[src/hdl/rcd_pkg.sv]
// Shared types, widths and constants for the RSA character decryptor.
// Holds the character table and the register map; no dependencies.
package rcd_pkg;

   localparam int OPERAND_BITS   = 14;
   localparam int CNT_BITS       = $clog2(OPERAND_BITS);
   localparam int CSR_ADDR_BITS  = 3;
   localparam int CSR_DATA_BITS  = 32;
   localparam int CHAR_BITS      = 8;
   localparam int REQ_DATA_BITS  = ((OPERAND_BITS + 7) / 8) * 8;
   localparam int RSP_DATA_BITS  = ((OPERAND_BITS + CHAR_BITS + 7) / 8) * 8;
   localparam int TABLE_SIZE     = 87;
   localparam int TABLE_IDX_BITS = $clog2(TABLE_SIZE);

   localparam logic [OPERAND_BITS-1:0] EXPONENT_RESET = OPERAND_BITS'(1);
   localparam logic [OPERAND_BITS-1:0] MODULUS_RESET  = OPERAND_BITS'(9999);
   localparam logic [OPERAND_BITS-1:0] MIN_MODULUS    = OPERAND_BITS'(2);
   localparam logic [OPERAND_BITS-1:0] OPERAND_ONE    = OPERAND_BITS'(1);

   localparam logic REG_EXPONENT = 1'b0;
   localparam logic REG_MODULUS  = 1'b1;

   localparam logic [CHAR_BITS-1:0] FILLER = 8'hA4;

   localparam logic [CHAR_BITS-1:0] CHAR_TABLE [TABLE_SIZE] = '{
      FILLER, FILLER, 8'h31, 8'h32, 8'h33, 8'h34, 8'h35, 8'h36, 8'h37, 8'h38,
      8'h39, 8'h30, 8'h61, 8'h62, 8'h63, 8'h64, 8'h65, 8'h66, 8'h67, 8'h68,
      8'h69, 8'h6a, 8'h6b, 8'h6c, 8'h6d, 8'h6e, 8'h6f, 8'h70, 8'h71, 8'h72,
      8'h73, 8'h74, 8'h75, 8'h76, 8'h77, 8'h78, 8'h79, 8'h7a, 8'h41, 8'h42,
      8'h43, 8'h44, 8'h45, 8'h46, 8'h47, 8'h48, 8'h49, 8'h4a, 8'h4b, 8'h4c,
      8'h4d, 8'h4e, 8'h4f, 8'h50, 8'h51, 8'h52, 8'h53, 8'h54, 8'h55, 8'h56,
      8'h57, 8'h58, 8'h59, 8'h5a, 8'h2c, 8'h2e, 8'h3f, 8'h21, 8'h5f, 8'h2b,
      8'h2d, 8'h2a, 8'h2f, 8'h24, 8'h3c, 8'h3e, 8'h28, 8'h29, 8'h5b, 8'h5d,
      8'h7b, 8'h7d, 8'h3d, 8'h22, 8'h27, 8'h2d, 8'h20
   };

   typedef struct packed {
      logic [OPERAND_BITS-1:0] exponent;
      logic [OPERAND_BITS-1:0] modulus;
   } cfg_type;

   typedef struct packed {
      logic                    start;
      logic [OPERAND_BITS-1:0] multiplier;
      logic [OPERAND_BITS-1:0] multiplicand;
   } mm_req_type;

   typedef struct packed {
      logic                    busy;
      logic                    done;
      logic [OPERAND_BITS-1:0] product;
   } mm_rsp_type;

   function automatic logic out_of_table(input logic [OPERAND_BITS-1:0] value);
      return value >= OPERAND_BITS'(TABLE_SIZE);
   endfunction

   function automatic logic [CHAR_BITS-1:0] char_lookup(
      input logic [OPERAND_BITS-1:0] value);
      if (out_of_table(value)) begin
         return '0;
      end
      return CHAR_TABLE[value[TABLE_IDX_BITS-1:0]];
   endfunction

endpackage

[src/hdl/rcd_modmul.sv]
// Bit-serial modular multiplier: one multiplier bit per cycle, MSB first.
// Depends on rcd_pkg for widths and the request and response structs.
module rcd_modmul import rcd_pkg::*; (
   input  logic                    clock,
   input  logic                    reset,
   input  mm_req_type              mm_req,
   input  logic [OPERAND_BITS-1:0] modulus,
   output mm_rsp_type              mm_rsp
);

   logic                    busy_ff, busy_in;
   logic                    done_ff, done_in;
   logic [CNT_BITS-1:0]     cnt_ff, cnt_in;
   logic [OPERAND_BITS-1:0] acc_ff, acc_in;
   logic [OPERAND_BITS-1:0] b_ff, b_in;
   logic [OPERAND_BITS-1:0] a_ff, a_in;
   logic [OPERAND_BITS-1:0] m_ff, m_in;
   logic [OPERAND_BITS+1:0] sum, red1, red2, m_ext;

   always_comb begin
      m_ext = {2'b00, m_ff};
      sum   = {1'b0, acc_ff, 1'b0}
            + (b_ff[OPERAND_BITS-1] ? {2'b00, a_ff} : '0);
      red1  = (sum >= m_ext) ? sum - m_ext : sum;
      red2  = (red1 >= m_ext) ? red1 - m_ext : red1;

      busy_in = busy_ff;
      done_in = 1'b0;
      cnt_in  = cnt_ff;
      acc_in  = acc_ff;
      b_in    = b_ff;
      a_in    = a_ff;
      m_in    = m_ff;
      if (mm_req.start) begin
         busy_in = 1'b1;
         cnt_in  = CNT_BITS'(OPERAND_BITS - 1);
         acc_in  = '0;
         b_in    = mm_req.multiplier;
         a_in    = mm_req.multiplicand;
         m_in    = modulus;
      end else if (busy_ff) begin
         acc_in = red2[OPERAND_BITS-1:0];
         b_in   = {b_ff[OPERAND_BITS-2:0], 1'b0};
         cnt_in = cnt_ff - CNT_BITS'(1);
         if (cnt_ff == '0) begin
            busy_in = 1'b0;
            done_in = 1'b1;
         end
      end
   end

   always_ff @(posedge clock) begin
      if (reset) begin
         busy_ff <= 1'b0;
         done_ff <= 1'b0;
      end else begin
         busy_ff <= busy_in;
         done_ff <= done_in;
      end
      cnt_ff <= cnt_in;
      acc_ff <= acc_in;
      b_ff   <= b_in;
      a_ff   <= a_in;
      m_ff   <= m_in;
   end

   assign mm_rsp.busy    = busy_ff;
   assign mm_rsp.done    = done_ff;
   assign mm_rsp.product = acc_ff;

endmodule

[src/hdl/rcd_csr.sv]
// Configuration registers behind an APB-style port: exponent and modulus.
// Depends on rcd_pkg for the register map, reset values and cfg_type.
module rcd_csr import rcd_pkg::*; (
   input  logic                     clock,
   input  logic                     reset,
   input  logic                     csr_psel,
   input  logic                     csr_penable,
   input  logic                     csr_pwrite,
   input  logic [CSR_ADDR_BITS-1:0] csr_paddr,
   input  logic [CSR_DATA_BITS-1:0] csr_pwdata,
   output logic [CSR_DATA_BITS-1:0] csr_prdata,
   output logic                     csr_pready,
   output cfg_type                  cfg
);

   logic [OPERAND_BITS-1:0] exponent_ff, exponent_in;
   logic [OPERAND_BITS-1:0] modulus_ff, modulus_in;
   logic                    write_en;

   always_comb begin
      write_en    = csr_psel && csr_penable && csr_pwrite;
      exponent_in = exponent_ff;
      modulus_in  = modulus_ff;
      if (write_en) begin
         unique case (csr_paddr[2])
            REG_EXPONENT: exponent_in = csr_pwdata[OPERAND_BITS-1:0];
            REG_MODULUS:  modulus_in  = csr_pwdata[OPERAND_BITS-1:0];
            default:      ;
         endcase
      end
   end

   always_ff @(posedge clock) begin
      if (reset) begin
         exponent_ff <= EXPONENT_RESET;
         modulus_ff  <= MODULUS_RESET;
      end else begin
         exponent_ff <= exponent_in;
         modulus_ff  <= modulus_in;
      end
   end

   always_comb begin
      unique case (csr_paddr[2])
         REG_EXPONENT: csr_prdata = CSR_DATA_BITS'(exponent_ff);
         REG_MODULUS:  csr_prdata = CSR_DATA_BITS'(modulus_ff);
         default:      csr_prdata = '0;
      endcase
   end

   assign csr_pready   = 1'b1;
   assign cfg.exponent = exponent_ff;
   assign cfg.modulus  = modulus_ff;

endmodule

[src/hdl/rsa_char_decrypt.sv]
// Top level of the RSA character decryptor: sequencer, result register.
// Depends on rcd_pkg, rcd_csr and rcd_modmul.
//
// Each transfer on the req channel carries one ciphertext value in tdata.
// The block reduces it modulo the modulus, raises it to the exponent by
// square-and-multiply over all 14 exponent bits, MSB first, and returns on
// the rsp channel the plain value and its character code in tdata, with the
// out-of-table flag in tuser.
// All arithmetic runs through one bit-serial modular multiplier. The
// sequencer returns to idle, and so can take the next item, as the result
// is registered. A modulus below two skips the multiplier and gives a
// plain value of 0. req_tready is high only while the sequencer is idle.
// A finished result waits in the output register while the receiver
// stalls; the sequencer then holds before writing the next result until
// that register is free. Reset clears the sequencer and the result valid,
// and sets the exponent to 1 and the modulus to 9999. Registers are to be
// written only while idle; the block itself does not enforce this.
module rsa_char_decrypt import rcd_pkg::*; (
   input  logic                     clock,
   input  logic                     reset,
   input  logic                     req_tvalid,
   output logic                     req_tready,
   input  logic [REQ_DATA_BITS-1:0] req_tdata,   // cipher_value
   output logic                     rsp_tvalid,
   input  logic                     rsp_tready,
   output logic [RSP_DATA_BITS-1:0] rsp_tdata,   // plain_value, char_code
   output logic                     rsp_tuser,   // out_of_table
   input  logic                     csr_psel,
   input  logic                     csr_penable,
   input  logic                     csr_pwrite,
   input  logic [CSR_ADDR_BITS-1:0] csr_paddr,
   input  logic [CSR_DATA_BITS-1:0] csr_pwdata,
   output logic [CSR_DATA_BITS-1:0] csr_prdata,
   output logic                     csr_pready
);

   typedef enum logic [2:0] {
      S_IDLE,
      S_REDUCE,
      S_SQUARE,
      S_MULT,
      S_FINISH
   } state_type;

   cfg_type    cfg;
   mm_rsp_type mm_rsp;

   state_type               state_ff, state_in;
   mm_req_type              mm_req_ff, mm_req_in;
   logic [CNT_BITS-1:0]     bit_ff, bit_in;
   logic [OPERAND_BITS-1:0] base_ff, base_in;
   logic [OPERAND_BITS-1:0] acc_ff, acc_in;
   logic                    rsp_valid_ff, rsp_valid_in;
   logic [OPERAND_BITS-1:0] rsp_plain_ff, rsp_plain_in;
   logic [CHAR_BITS-1:0]    rsp_char_ff, rsp_char_in;
   logic                    rsp_oot_ff, rsp_oot_in;

   rcd_csr u_csr (
      .clock       (clock),
      .reset       (reset),
      .csr_psel    (csr_psel),
      .csr_penable (csr_penable),
      .csr_pwrite  (csr_pwrite),
      .csr_paddr   (csr_paddr),
      .csr_pwdata  (csr_pwdata),
      .csr_prdata  (csr_prdata),
      .csr_pready  (csr_pready),
      .cfg         (cfg)
   );

   rcd_modmul u_modmul (
      .clock   (clock),
      .reset   (reset),
      .mm_req  (mm_req_ff),
      .modulus (cfg.modulus),
      .mm_rsp  (mm_rsp)
   );

   always_comb begin
      state_in     = state_ff;
      mm_req_in    = mm_req_ff;
      mm_req_in.start = 1'b0;
      bit_in       = bit_ff;
      base_in      = base_ff;
      acc_in       = acc_ff;
      rsp_valid_in = rsp_valid_ff && !rsp_tready;
      rsp_plain_in = rsp_plain_ff;
      rsp_char_in  = rsp_char_ff;
      rsp_oot_in   = rsp_oot_ff;

      unique case (state_ff)
         S_IDLE: begin
            if (req_tvalid) begin
               if (cfg.modulus < MIN_MODULUS) begin
                  acc_in   = '0;
                  state_in = S_FINISH;
               end else begin
                  mm_req_in = '{1'b1, req_tdata[OPERAND_BITS-1:0], OPERAND_ONE};
                  state_in  = S_REDUCE;
               end
            end
         end
         S_REDUCE: begin
            if (mm_rsp.done) begin
               base_in   = mm_rsp.product;
               acc_in    = OPERAND_ONE;
               bit_in    = CNT_BITS'(OPERAND_BITS - 1);
               mm_req_in = '{1'b1, OPERAND_ONE, OPERAND_ONE};
               state_in  = S_SQUARE;
            end
         end
         S_SQUARE: begin
            if (mm_rsp.done) begin
               acc_in = mm_rsp.product;
               if (cfg.exponent[bit_ff]) begin
                  mm_req_in = '{1'b1, mm_rsp.product, base_ff};
                  state_in  = S_MULT;
               end else if (bit_ff == '0) begin
                  state_in = S_FINISH;
               end else begin
                  bit_in    = bit_ff - CNT_BITS'(1);
                  mm_req_in = '{1'b1, mm_rsp.product, mm_rsp.product};
               end
            end
         end
         S_MULT: begin
            if (mm_rsp.done) begin
               acc_in = mm_rsp.product;
               if (bit_ff == '0) begin
                  state_in = S_FINISH;
               end else begin
                  bit_in    = bit_ff - CNT_BITS'(1);
                  mm_req_in = '{1'b1, mm_rsp.product, mm_rsp.product};
                  state_in  = S_SQUARE;
               end
            end
         end
         S_FINISH: begin
            if (!rsp_valid_ff || rsp_tready) begin
               rsp_valid_in = 1'b1;
               rsp_plain_in = acc_ff;
               rsp_char_in  = char_lookup(acc_ff);
               rsp_oot_in   = out_of_table(acc_ff);
               state_in     = S_IDLE;
            end
         end
         default: state_in = S_IDLE;
      endcase
   end

   always_ff @(posedge clock) begin
      if (reset) begin
         state_ff        <= S_IDLE;
         mm_req_ff.start <= 1'b0;
         rsp_valid_ff    <= 1'b0;
      end else begin
         state_ff        <= state_in;
         mm_req_ff.start <= mm_req_in.start;
         rsp_valid_ff    <= rsp_valid_in;
      end
      mm_req_ff.multiplier   <= mm_req_in.multiplier;
      mm_req_ff.multiplicand <= mm_req_in.multiplicand;
      bit_ff       <= bit_in;
      base_ff      <= base_in;
      acc_ff       <= acc_in;
      rsp_plain_ff <= rsp_plain_in;
      rsp_char_ff  <= rsp_char_in;
      rsp_oot_ff   <= rsp_oot_in;
   end

   assign req_tready = (state_ff == S_IDLE);
   assign rsp_tvalid = rsp_valid_ff;
   assign rsp_tdata  = RSP_DATA_BITS'({rsp_char_ff, rsp_plain_ff});
   assign rsp_tuser  = rsp_oot_ff;

`ifndef NO_ASSERTIONS
   a_busy_after_accept: assert property (@(posedge clock) disable iff (reset)
      req_tvalid && req_tready |=> !req_tready)
      else $error("req_tready stayed high after an accepted transfer");

   a_done_in_compute: assert property (@(posedge clock) disable iff (reset)
      mm_rsp.done |-> (state_ff == S_REDUCE || state_ff == S_SQUARE ||
                       state_ff == S_MULT))
      else $error("multiplier finished outside a compute state");

   a_start_when_free: assert property (@(posedge clock) disable iff (reset)
      mm_req_ff.start |-> !mm_rsp.busy)
      else $error("multiplier started while still busy");

   a_oot_code_zero: assert property (@(posedge clock) disable iff (reset)
      rsp_valid_ff && rsp_oot_ff |-> rsp_char_ff == '0)
      else $error("out-of-table result carries a nonzero character code");
`endif

endmodule
[config.mk]
export PLATFORM = sky130hd
export DESIGN_NAME = rsa_char_decrypt
export DESIGN_NICKNAME = d
export VERILOG_FILES = /design/src/hdl/rcd_pkg.sv /design/src/hdl/rcd_modmul.sv /design/src/hdl/rcd_csr.sv /design/src/hdl/rsa_char_decrypt.sv
export SDC_FILE = /design/constraint.sdc
export NUM_CORES = 1
export LEC_CHECK = 0
export ABC_AREA = 1
export BUFFER_PORTS_ARGS = -buffer_cell sky130_fd_sc_hd__buf_2
export CAP_MARGIN = 15
export CORE_ASPECT_RATIO = 0.9
export CORE_UTILIZATION = 60
export CTS_CLUSTER_SIZE = 16
export DETAILED_ROUTE_END_ITERATION = 10
export PLACE_DENSITY = 0.89
export SKIP_CTS_REPAIR_TIMING = 1
export SYNTH_ARGS = -nofsm -noshare
export SYNTH_HDL_FRONTEND = slang
export SYNTH_HIERARCHICAL = 1
export SYNTH_SLANG_ARGS = --single-unit
export TNS_END_PERCENT = 10
[constraint.sdc]
create_clock -name clock -period 5.94 [get_ports clock]
set_input_delay 1.188 -clock clock [delete_from_list [all_inputs] [get_ports clock]]
set_output_delay 1.188 -clock clock [all_outputs]
set_load 0.02 [all_outputs]
# [Word level (Yosys, flattened, before mapping)]
# Memory sizes are Yosys's and may differ from the RTL's.
# Index checks and enable logic that the tools add are counted.
[totals] register_bits=178 romBits=1024 input_bits=58 output_inout_bits=60 elab_cells=122 memories=1
[memory_table] memory="(name not given)" words=128 width=8 read_ports=1 rd_ports_with_merged_regs=0 write_ports=0 line_no="rcd_pkg.sv:63" rtl="return CHAR_TABLE[value[TABLE_IDX_BITS-1:0]];"
[op_classes] addsub=5 n_lt_le_gt_ge=6 n_eq_ne=14 muxes=50 bitwise_logic=3 reduce_logical=23
[op_table] cell="$mux 29" n=7
[op_table] cell="$pmux 29 s4" n=1
[op_table] cell="$mux 14" n=8
[op_table] cell="$pmux 32 s2" n=1
[op_table] cell="$pmux 14 s3" n=1
[op_table] cell="$ge 16x14->1" n=2
[op_table] cell="$mux 8" n=4
[op_table] cell="$mux 3" n=9
[op_table] cell="$mux 4" n=5
[op_table] cell="$add 15x16->16" n=1
[op_table] cell="$mux 16" n=1
[op_table] cell="$sub 16x14->16" n=1
[op_table] cell="$pmux 3 s5" n=1
[op_table] cell="$ge 14x7->1 const B" n=1
[op_table] cell="$lt 14x2->1 const B" n=1
[op_table] cell="$sub 14x14->14" n=1
[op_table] cell="$pmux 4 s3" n=1
[op_table] cell="$reduce_and 6->1" n=2
[op_table] cell="$mux 1" n=10
[op_table] cell="$ne 2x1->1 const B" n=5
[op_table] cell="$reduce_and 5->1" n=2
[op_table] cell="$ge 8x8->1 const B" n=1
[op_table] cell="$logic_not 4->1" n=2
[op_table] cell="$ne 2x2->1 const B" n=4
[op_table] cell="other kinds (19)" n=29

# [Logic depth before layout (Yosys ltp)]
# Gate-level depths: netlist (run 1).
[depth] depth_word=6 mapped_depth=42 depth_no_buf=39

# [Hierarchy]
# The synthesis (run 1) kept the hierarchy.
[by_module_without_submodules] module="rcd_modmul" instances=1 cells_each=672 area_per_inst_um2=5077.4 seq_area_each_um2=1661.6
[by_module_without_submodules] module="rsa_char_decrypt" instances=1 cells_each=593 area_per_inst_um2=4967.3 seq_area_each_um2=2592.5
[by_module_without_submodules] module="rcd_csr" instances=1 cells_each=227 area_per_inst_um2=1495.2 seq_area_each_um2=560.5

# [Least setup slack after synthesis (run 1)]
# Ideal clock, no wire load.
[synth_timing] kind="reg2reg" from="register u_modmul.b_ff[13]" to="register u_modmul.acc_ff[12]" setup_ns=0.112 arrival_ns=5.175 required_time_ns=5.828 path_slack_ns=0.653 stages_incl_launch_ff=41 path_buffers=3 synth_period_minus_slack_ns=5.287 cell_sequence="edfxtp_1 -> clkbuf_1 -> nand2_1 -> inv_1 -> ha_1 -> nand2_1 -> nand2_1 -> o21bai_1 -> a21oi_1 -> o21bai_1 -> or2_2 -> nand2_1 -> inv_1 -> ha_1 -> nand2_1 -> nor2_1 -> and2_1 -> nand2_1 -> [5 not listed] -> nand2_1 -> nand2_1 -> ha_1 -> inv_1 -> fa_1 -> nand3_1 -> nand2_1 -> nand2_1 -> o211ai_2 -> nand2_1 -> nand2_1 -> nand2_1 -> a21oi_2 -> nor2_8 -> buf_2 -> nand3_1 -> nand3_2 -> nand2_2"
[synth_between] elab_chain_cells=6 elab_cells_between_ends=8 classes_between="3 x add/sub; 2 x order compare; 3 x mux"
[synth_rtl] item="start: declaration" line_no="rcd_modmul.sv:15" rtl="logic [OPERAND_BITS-1:0] b_ff, b_in;"
[synth_rtl] item="start signal: assignment" line_no="rcd_modmul.sv:62" rtl="b_ff <= b_in;"
[synth_rtl] item="$mux 14 *" line_no="rcd_modmul.sv:23" rtl="+ (b_ff[OPERAND_BITS-1] ? {2'b00, a_ff} : '0);"
[synth_rtl] item="$add 15x16->16 *" line_no="rcd_modmul.sv:23"
[synth_rtl] item="$sub 16x14->16 / $ge 16x14->1 (equally long branches)" line_no="rcd_modmul.sv:24" rtl="red1 = (sum >= m_ext) ? sum - m_ext : sum;"
[synth_rtl] item="$mux 16 *" line_no="rcd_modmul.sv:24"
[synth_rtl] item="$sub 14x14->14 / $ge 16x14->1 (equally long branches)" line_no="rcd_modmul.sv:25" rtl="red2 = (red1 >= m_ext) ? red1 - m_ext : red1;"
[synth_rtl] item="$mux 14 *" line_no="rcd_modmul.sv:25"
[synth_rtl] item="end signal: assignment" line_no="rcd_modmul.sv:61" rtl="acc_ff <= acc_in;"
[synth_rtl] item="end: declaration" line_no="rcd_modmul.sv:14" rtl="logic [OPERAND_BITS-1:0] acc_ff, acc_in;"
# Mark *: on every way between the ends. The rest lies on a longest branch, timed or not.
# A chain may end at the register's enable or synchronous reset.

# [Worst setup path after layout (run 1)]
[layout_timing] from="register u_modmul.b_ff[13]" to="register u_modmul.acc_ff[2]"
# Same word-level chain as after synthesis.

==> flow_summary.yaml, run 1 <==
yosys:
  syn_area_mm2: 0.0115
  syn_inst: 1491
  yosys_warnings: 6
  postSynthAreaPerCell_um2: 7.73
timing:
  setup_ws_ns: 0.277
  timing.fmax_ghz: 0.177
  max_slew_margin_pct: 29.5
  finalHoldViolations: 0
  skew_ns: 0.0156
  setup_viol: 0
  setup_tns_ns: 0
  tightest_slew_ns: 1.06
  min_period_ns: 5.66
  slew_viol_final: 0
  whs_ns: 0.449
  min_period_over_period_pct: 95.3
worst_setup_path:
  critical_path_arrival_ns: 5.99
  start_kind: "flip-flop"
  required_ns: 6.26
  r2r_cells: 36
  path_buf_inv: 5
  cp_slowest_cell: "edfxtp_1"
  crit_path_max_incr_delay_ns: 0.47
  crit_type: "flip-flop to flip-flop"
  path_common_cell: "nand2_1"
  critical_path_depth: 36
  r2r_start: "u_modmul/b_ff[13]"
  startpoint: "u_modmul/b_ff[13]"
  crit_fanout: 14
  cp_top_family: "simple AND/OR/NAND/NOR gates"
  worst_setup_path_end_kind: "flip-flop"
global_routing:
  first_global_vias: 9440
  grt_max_degree: 49
  antenna_found_initial: 0
  grt_pass1_wl_um: 46300
  grt_overflow_total: 0
  grt.total_usage_pct: 29.9
routing:
  ant_nets: 0
  drt_pass1_iterations: 5
  postRouteWirelength_um: 29200
  wl_per_cell_um: 16.2
  drt_iter0_drc: 1325
  route.detailed.drc: 0
  vias: 10409
  vias_per_cell: 5.75
floorplan:
  design.core.area_mm2: 0.0186
  io_pins: 118
  rows: 47
  die_x_um: 148
  die_area_mm2: 0.0198
  start_util_pct: 62.1
  die_h_um: 134
layout:
  num-nets-final: 1660
  final_cells: 1809
  nFillCells: 1474
  area_growth_pct: 9.92
  design_area_mm2: 0.0127
  diodes: 0
  utilization_pct: 68.2
  drive_gt1_share_pct: 16.2
clocking:
  cts_buffer_depth: 2
  clk_pin_slew_ns: 0.07
  cts.sinks: 178
  cts-root-buf: "clkbuf_16"
  cts_tree: "done"
  htreeDepth: 4
  insertion_delay_ns: 0.44
  numCtsBuffers: 17
min_path:
  min_from: "acc_ff[11]"
  worst_hold_path_type: "flip-flop to flip-flop"
  whs_path_depth: 0
placed_design:
  port_buffers: 74
  hpwl_um: 21000
  dp.cells: 1771
  pre_cts_slack_ns: 0.155
  gp_congestion: 0.972
  dpl-instance-area_mm2: 0.0119
status:
  status: "completed"
run:
  drv_cap: 0
power:
  ir_drop_uv: 322
  power_mw: 7.62
  p_leak_nw: 5.99
  p_per_area_mw_per_mm2: 601
==> report_power, final <==
group / leakage (nW) / switching, mW / internal [mW]
sequential: 1.60 / 0.250 / 1.75
combinational: 4.11 / 2.97 / 1.56
clock: 0.278 / 0.528 / 0.555
==> cell type report <==
cell class / count / area, um2 / area share, %
Timing Repair Buffer: 90 / 518 / 4.09
Clock inverter: 15 / 135 / 1.07
Tap cell: 245 / 307 / 2.42
Multi-Input combinational cell: 1061 / 5710 / 45.0
Sequential cell: 178 / 4820 / 38.0
Inverter: 203 / 769 / 6.07
Clock buffer: 17 / 425 / 3.36
==> metal layers <==
| layer | GRT usage, % | wire length, um | up-vias |
|---|---|---|---|
| met5 | 0 | 0 | - |
| met4 | 11.8 | 975 | 0 |
| met3 | 5.07 | 2690 | 88 |
| met2 | 46.9 | 13500 | 607 |
| met1 | 41.3 | 12100 | 4790 |
| li1 | - | - | 4924 |
==> worst register-to-register path, delay by kind of cell, from the launching register on <==
family | cells | cell delay (ns)
compound gates | 3 | 0.52
simple gates | 23 | 2.47
buf+inv | 5 | 0.56
fa+ha+maj | 4 | 1.26
flops | 1 | 0.47
xor+xnor | 1 | 0.29
==> registers in the layout, indices dropped and copies added, names as in the netlist, 8 cells and up <==
name / cells
acc_ff: 14
base_ff: 14
mm_req_ff: 29
rsp_char_ff: 8
rsp_plain_ff: 14
u_csr/exponent_ff: 14
u_csr/modulus_ff: 14
u_modmul/a_ff: 14
u_modmul/acc_ff: 14
u_modmul/b_ff: 14
u_modmul/m_ff: 14
==> path summary, 6_finish.rpt <==
check	to	slack, ns
worst max-delay path	u_modmul/acc_ff[2]	0.28
worst min-delay path	rsp_plain_ff[11]	0.45
worst max register to register	u_modmul/acc_ff[2]	0.28
worst min register to register	rsp_plain_ff[11]	0.45
==> cell usage in the layout (no fill, tap or decap), types with 21 or more instances in the layout <==
cell type	instances
nand2_1	429
inv_1	185
nor2_1	127
edfxtp_1	125
nand3_1	108
buf_2	74
dfxtp_1	52
o21ai_0	51
a21oi_1	48
ha_1	40
nand2_2	35
nand4_1	22
conb_1	21
Power figures use the tool's default switching activity.
==> run 2: changes to the inputs <==
--- a/config.mk
+++ b/config.mk
@@ -9,13 +9,12 @@
 export BUFFER_PORTS_ARGS = -buffer_cell sky130_fd_sc_hd__buf_2
 export CAP_MARGIN = 15
 export CORE_ASPECT_RATIO = 0.9
-export CORE_UTILIZATION = 60
+export CORE_UTILIZATION = 50
 export CTS_CLUSTER_SIZE = 16
 export DETAILED_ROUTE_END_ITERATION = 10
-export PLACE_DENSITY = 0.89
+export PLACE_DENSITY = 0.78
 export SKIP_CTS_REPAIR_TIMING = 1
 export SYNTH_ARGS = -nofsm -noshare
 export SYNTH_HDL_FRONTEND = slang
-export SYNTH_HIERARCHICAL = 1
 export SYNTH_SLANG_ARGS = --single-unit
 export TNS_END_PERCENT = 10
==> flow_summary.yaml, run 2 <==
layout:
  diodes: 0
  num-nets-final: 1573
  final_cells: 1768
  layout_commonest_cell: "nand2_1"
  top_register: "mm_req_ff"
  final_cell_mix: "nand2_1, inv_1, edfxtp_1"
  area_growth_pct: 11.2
  largest_register_ffs: 29
  drive_gt1_share_pct: 12.4
timing:
  setup_tns_ns: 0
  skew_ns: 0.0106
  slew_viol_final: 0
  timing.fmax_ghz: 0.179
  min_period_ns: 5.60
  finalHoldViolations: 0
  tightest_slew_ns: 1.06
  min_period_over_period_pct: 94.3
  max_slew_margin_pct: 29.2
  setup_viol: 0
status:
  status: "completed"
placed_design:
  dp.cells: 1729
  gp_congestion: 0.963
  port_buffers: 74
  hpwl_um: 20000
yosys:
  postSynthAreaPerCell_um2: 7.84
  synth_top_area_share_pct: 34.2
  syn_area_mm2: 0.0110
  yosysMostFrequentCell: "nand2_1"
  syn_inst: 1399
  yosys_warnings: 0
  ys_types: 52
  synth-seq-cells: 178
  yosysSeqAreaShare_pct: 43.9
  async_reset_ff_share_pct: 0
  synth.area.top_cells: "edfxtp_1, nand2_1, dfxtp_1"
  yosys-top-cells-count: "nand2_1, inv_1, edfxtp_1"
  synth_edf_count: 125
  synth_ff_type: "edfxtp_1"
  synth_top_area_cell: "edfxtp_1"
routing:
  postRouteWirelength_um: 26900
  vias_per_cell: 5.44
  route.detailed.drc: 0
  wl_per_cell_um: 15.2
  drt_iter0_drc: 1021
  vias: 9617
  drt_pass1_iterations: 6
  ant_nets: 0
global_routing:
  first_global_vias: 8838
  grt.total_usage_pct: 24.4
  antenna_found_initial: 0
  grt_pass1_wl_um: 43100
  grt_overflow_total: 0
  grt_max_degree: 50
worst_setup_path:
  crit_path_max_incr_delay_ns: 0.43
  path_common_cell: "nand2_1"
  crit_type: "flip-flop to flip-flop"
  required_ns: 6.32
  critical_path_arrival_ns: 5.98
  worst_setup_path_end_kind: "flip-flop"
  cp_slowest_cell: "edfxtp_1"
  start_kind: "flip-flop"
  crit_fanout: 13
floorplan:
  die_area_mm2: 0.0225
  design.core.area_mm2: 0.0216
  start_util_pct: 50.9
  io_pins: 118
  die_x_um: 158
  rows: 51
  die_h_um: 143
min_path:
  worst_hold_path_type: "flip-flop to flip-flop"
clocking:
  insertion_delay_ns: 0.43
  cts_buffer_depth: 2
  clk_pin_slew_ns: 0.07
  numCtsBuffers: 17
  cts_tree: "done"
  htreeDepth: 4
  cts-root-buf: "clkbuf_16"
  cts.sinks: 178
power:
  ir_drop_uv: 339
  p_per_area_mw_per_mm2: 605
  p_leak_nw: 5.66
run:
  drv_cap: 0
[run 2: worst paths after layout]
| kind | startpoint | endpoint | slack, ns | depth (start not counted) |
|---|---|---|---|---|
| min reg2reg | mm_req_ff[7] | u_modmul.a_ff[7] | 0.45 | 0 |
| min | mm_req_ff[7] | u_modmul.a_ff[7] | 0.45 | 0 |
| max reg2reg | u_modmul.b_ff[13] | u_modmul.acc_ff[12] | 0.34 | 36 |
| max | u_modmul.b_ff[13] | u_modmul.acc_ff[12] | 0.34 | 36 |
[run 2: power breakdown]
part	switching [mW]	internal [mW]
clock network	0.535	0.558
registers	0.258	1.76
logic	2.77	1.49
total	3.57	3.81
[run 2: final cells by class]
type | instances | area, um2
multi-input combinational | 990 | 5250
inverter | 185 | 694
sequential | 178 | 4820
fill | 2028 | 9370
clock buffer | 17 | 425
tap | 291 | 364
clock inverter | 15 | 136
timing repair buffer | 92 | 513
[run 2: critical path, delay by kind of cell, from the launching register on]
family / cells / cell delay (ns)
flops: 1 / 0.43
fa+ha+maj: 4 / 1.26
compound gates: 2 / 0.37
buf+inv: 6 / 0.73
simple gates: 24 / 2.77
[run 2: kinds of logic after synthesis]
family,Yosys count,synth area share (%)
compound gates,225,11.7
xor+xnor,28,2.24
fa+ha+maj,51,6.02
buf+inv,251,9.54
flops,178,43.9
other cells,2,0.0685
simple gates,664,26.5
[run 2: per-stage QoR]
| stage | instance area (um2) | utilization (%) | hold slack (ns) | total power, mW | setup WS (ns) |
|---|---|---|---|---|---|
| floorplan | 11000 | - | 0.421 | 5.12 | 1.11 |
| global placement | 11500 | 53.4 | 0.435 | 6.00 | 0.399 |
| detailed placement | 11500 | 53.4 | 0.442 | 6.07 | 0.317 |
| CTS | 12100 | 56.0 | 0.457 | 7.19 | 0.266 |
| global route | 12200 | 56.5 | 0.466 | 7.96 | -0.0282 |
| finish | 12200 | 56.5 | 0.454 | 7.38 | 0.339 |
[run 2: metal layers]
metal / vias to the layer above / part of all wire [%] / global-route usage [%]
li1: 4764 / - / -
met1: 4382 / 46 / 34.5
met2: 414 / 45 / 37.8
met3: 57 / 7.4 / 4.26
met4: 0 / 2.0 / 8.05
met5: - / 0 / 0
==> run 3: changes to the inputs <==
--- a/config.mk
+++ b/config.mk
@@ -5,14 +5,14 @@
 export SDC_FILE = /design/constraint.sdc
 export NUM_CORES = 1
 export LEC_CHECK = 0
-export ABC_AREA = 1
 export BUFFER_PORTS_ARGS = -buffer_cell sky130_fd_sc_hd__buf_2
 export CAP_MARGIN = 15
 export CORE_ASPECT_RATIO = 0.9
 export CORE_UTILIZATION = 50
 export CTS_CLUSTER_SIZE = 16
 export DETAILED_ROUTE_END_ITERATION = 10
-export PLACE_DENSITY = 0.78
+export MAX_ROUTING_LAYER = met4
+export PLACE_DENSITY = 0.7
 export SKIP_CTS_REPAIR_TIMING = 1
 export SYNTH_ARGS = -nofsm -noshare
 export SYNTH_HDL_FRONTEND = slang
==> flow_summary.yaml, run 3 <==
placed_design:
  gp_congestion: 0.862
  port_buffers: 74
  dpl-instance-area_mm2: 0.0122
  hpwl_um: 18800
worst_setup_path:
  start_kind: "flip-flop"
  required_ns: 6.28
  worst_setup_path_end_kind: "flip-flop"
  crit_fanout: 8
  critical_path_arrival_ns: 7.13
  crit_path_max_incr_delay_ns: 0.51
  crit_type: "flip-flop to flip-flop"
  cp_top_family: "compound AO/OA/AOI/OAI gates"
  cp_slowest_cell: "or4b_4"
  path_buf_inv: 5
run:
  drv_cap: 0
global_routing:
  antenna_found_initial: 0
  grt_max_degree: 59
  grt_pass1_wl_um: 41200
  grt.total_usage_pct: 24.9
  first_global_vias: 8003
  grt_overflow_total: 0
layout:
  utilization_pct: 63.0
  design_area_mm2: 0.0132
  drive_gt1_share_pct: 29.1
  largest_register_ffs: 29
  layout_commonest_cell: "buf_4"
  num-nets-final: 1369
  diodes: 0
  area_growth_pct: 23.1
  top_register: "mm_req_ff"
  final_cell_mix: "buf_4, nand2_1, edfxtp_1"
timing:
  setup_viol: 14
  timing.fmax_ghz: 0.147
  whs_ns: 0.447
  rsz0062_at_grt: "true"
  skew_ns: 0.0184
  setup_tns_ns: -11.22
  finalHoldViolations: 0
  min_period_ns: 6.79
  min_period_over_period_pct: 114
  setup_ws_ns: -0.851
  tightest_slew_ns: 1.13
  max_slew_margin_pct: 24.4
  slew_viol_final: 0
yosys:
  synth-seq-cells: 178
  synth_ff_type: "edfxtp_1"
  syn_area_mm2: 0.0107
  ys_types: 80
  postSynthAreaPerCell_um2: 9.94
  synth.area.top_cells: "edfxtp_1, dfxtp_1, ha_1"
  yosys_warnings: 0
  syn_inst: 1075
  synth_fa_ha_area_share_pct: 6.18
  yosys-top-cells-count: "nand2_1, edfxtp_1, nor2_1"
  yosysSeqAreaShare_pct: 45.0
  async_reset_ff_share_pct: 0
  synth_top_family_by_area: "compound AO/OA/AOI/OAI gates"
  synth_top_area_cell: "edfxtp_1"
  synth_edf_count: 125
  muxShareOfSynthArea_pct: 7.35
  synth-compound-area-share_pct: 17.7
  yosysMostFrequentCell: "nand2_1"
  synth_top_area_share_pct: 35.1
  synth_xor_area_share_pct: 2.54
  yosys.area_share.simple_pct: 15.6
floorplan:
  io_pins: 118
  die_h_um: 141
  die_area_mm2: 0.0220
  start_util_pct: 51.2
  die_x_um: 156
  design.core.area_mm2: 0.0209
  rows: 50
clocking:
  cts_buffer_depth: 2
  cts-root-buf: "clkbuf_16"
  clk_pin_slew_ns: 0.08
  cts.sinks: 178
  cts_tree: "done"
  numCtsBuffers: 17
  htreeDepth: 4
  insertion_delay_ns: 0.44
routing:
  vias: 8794
  drt_pass1_iterations: 5
  postRouteWirelength_um: 26500
  ant_nets: 0
  vias_per_cell: 5.64
  route.detailed.drc: 0
  wl_per_cell_um: 17.0
  drt_iter0_drc: 556
power:
  p_leak_nw: 5.26
  p_per_area_mw_per_mm2: 572
  ir_drop_uv: 375
status:
  violations: "negative setup slack"
  status: "finished with violations"
min_path:
  worst_hold_path_type: "flip-flop to flip-flop"
-- run 3: cell count changes in the layout (fill, tap and decap cells not counted), sizes merged, moves of 23 or more --
cell / change
nand2: -289
inv: -144
buf: +130
nand3: -52
mux2: +41
nand4: -33
and2: +26
nor2: -25
a211oi: +24
mux2i: +23
-- run 3: final timing paths --
kind / start / endpoint / slack [ns] / cells past startpoint
hold reg to reg: acc_ff[10] / rsp_plain_ff[10] / 0.45 / 0
setup / recovery: u_modmul.b_ff[13] / u_modmul.acc_ff[1] / -0.85 / 29
setup reg to reg: u_modmul.b_ff[13] / u_modmul.acc_ff[1] / -0.85 / 29
hold / removal: acc_ff[10] / rsp_plain_ff[10] / 0.45 / 0
-- run 3: cell families (layout without fill, tap and decap cells) --
logic type	after synthesis	after routing
multiplexers	67	67
flip-flops	178	178
AND/OR/NAND/NOR	348	348
AO/OA/AOI/OAI	276	276
other	2	21
buffers and inverters	122	301
XOR/XNOR	31	31
adder cells (fa/ha/maj)	51	51
-- run 3: worst register-to-register path, delay by kind of cell, from the launching register on --
| kind | cells | cell delay (ns) |
|---|---|---|
| fa+ha+maj | 4 | 1.16 |
| flops | 1 | 0.44 |
| xor+xnor | 1 | 0.14 |
| buf+inv | 5 | 0.58 |
| compound gates | 13 | 3.05 |
| simple gates | 6 | 1.32 |
-- run 3: power by group --
| group | total [mW] | switching (mW) | internal [mW] |
|---|---|---|---|
| Sequential | 1.56 | 0.0925 | 1.47 |
| Combinational | 4.82 | 2.39 | 2.43 |
| Clock | 1.15 | 0.512 | 0.637 |
-- run 3: layer usage --
metal  global-route usage (%)  routed length (um)  vias up
met2                     38.5               12400      252
met4                     6.81                 423        0
li1                         -                   -     4318
met1                     34.2               12500     4195
met3                     3.72                1200       29
met5                        -                   0        -
-- run 3: through the flow --
stage / power, mW / setup slack (ns) / std cells
after floorplan: 4.27 / -0.263 / 1094
after global placement: 5.82 / -0.759 / 1516
after detailed placement: 5.91 / -0.822 / 1516
after CTS: 7.08 / -0.906 / 1548
after global routing: 7.99 / -1.07 / 1559
final: 7.53 / -0.851 / 1559
-- run 3: area by class of cell --
type	count	area (um2)
fill	1705	7740
multi-input combinational	794	5690
sequential	178	4820
timing repair buffer	222	1520
clock buffer	18	429
tap	286	358
inverter	47	176
clock inverter	14	175
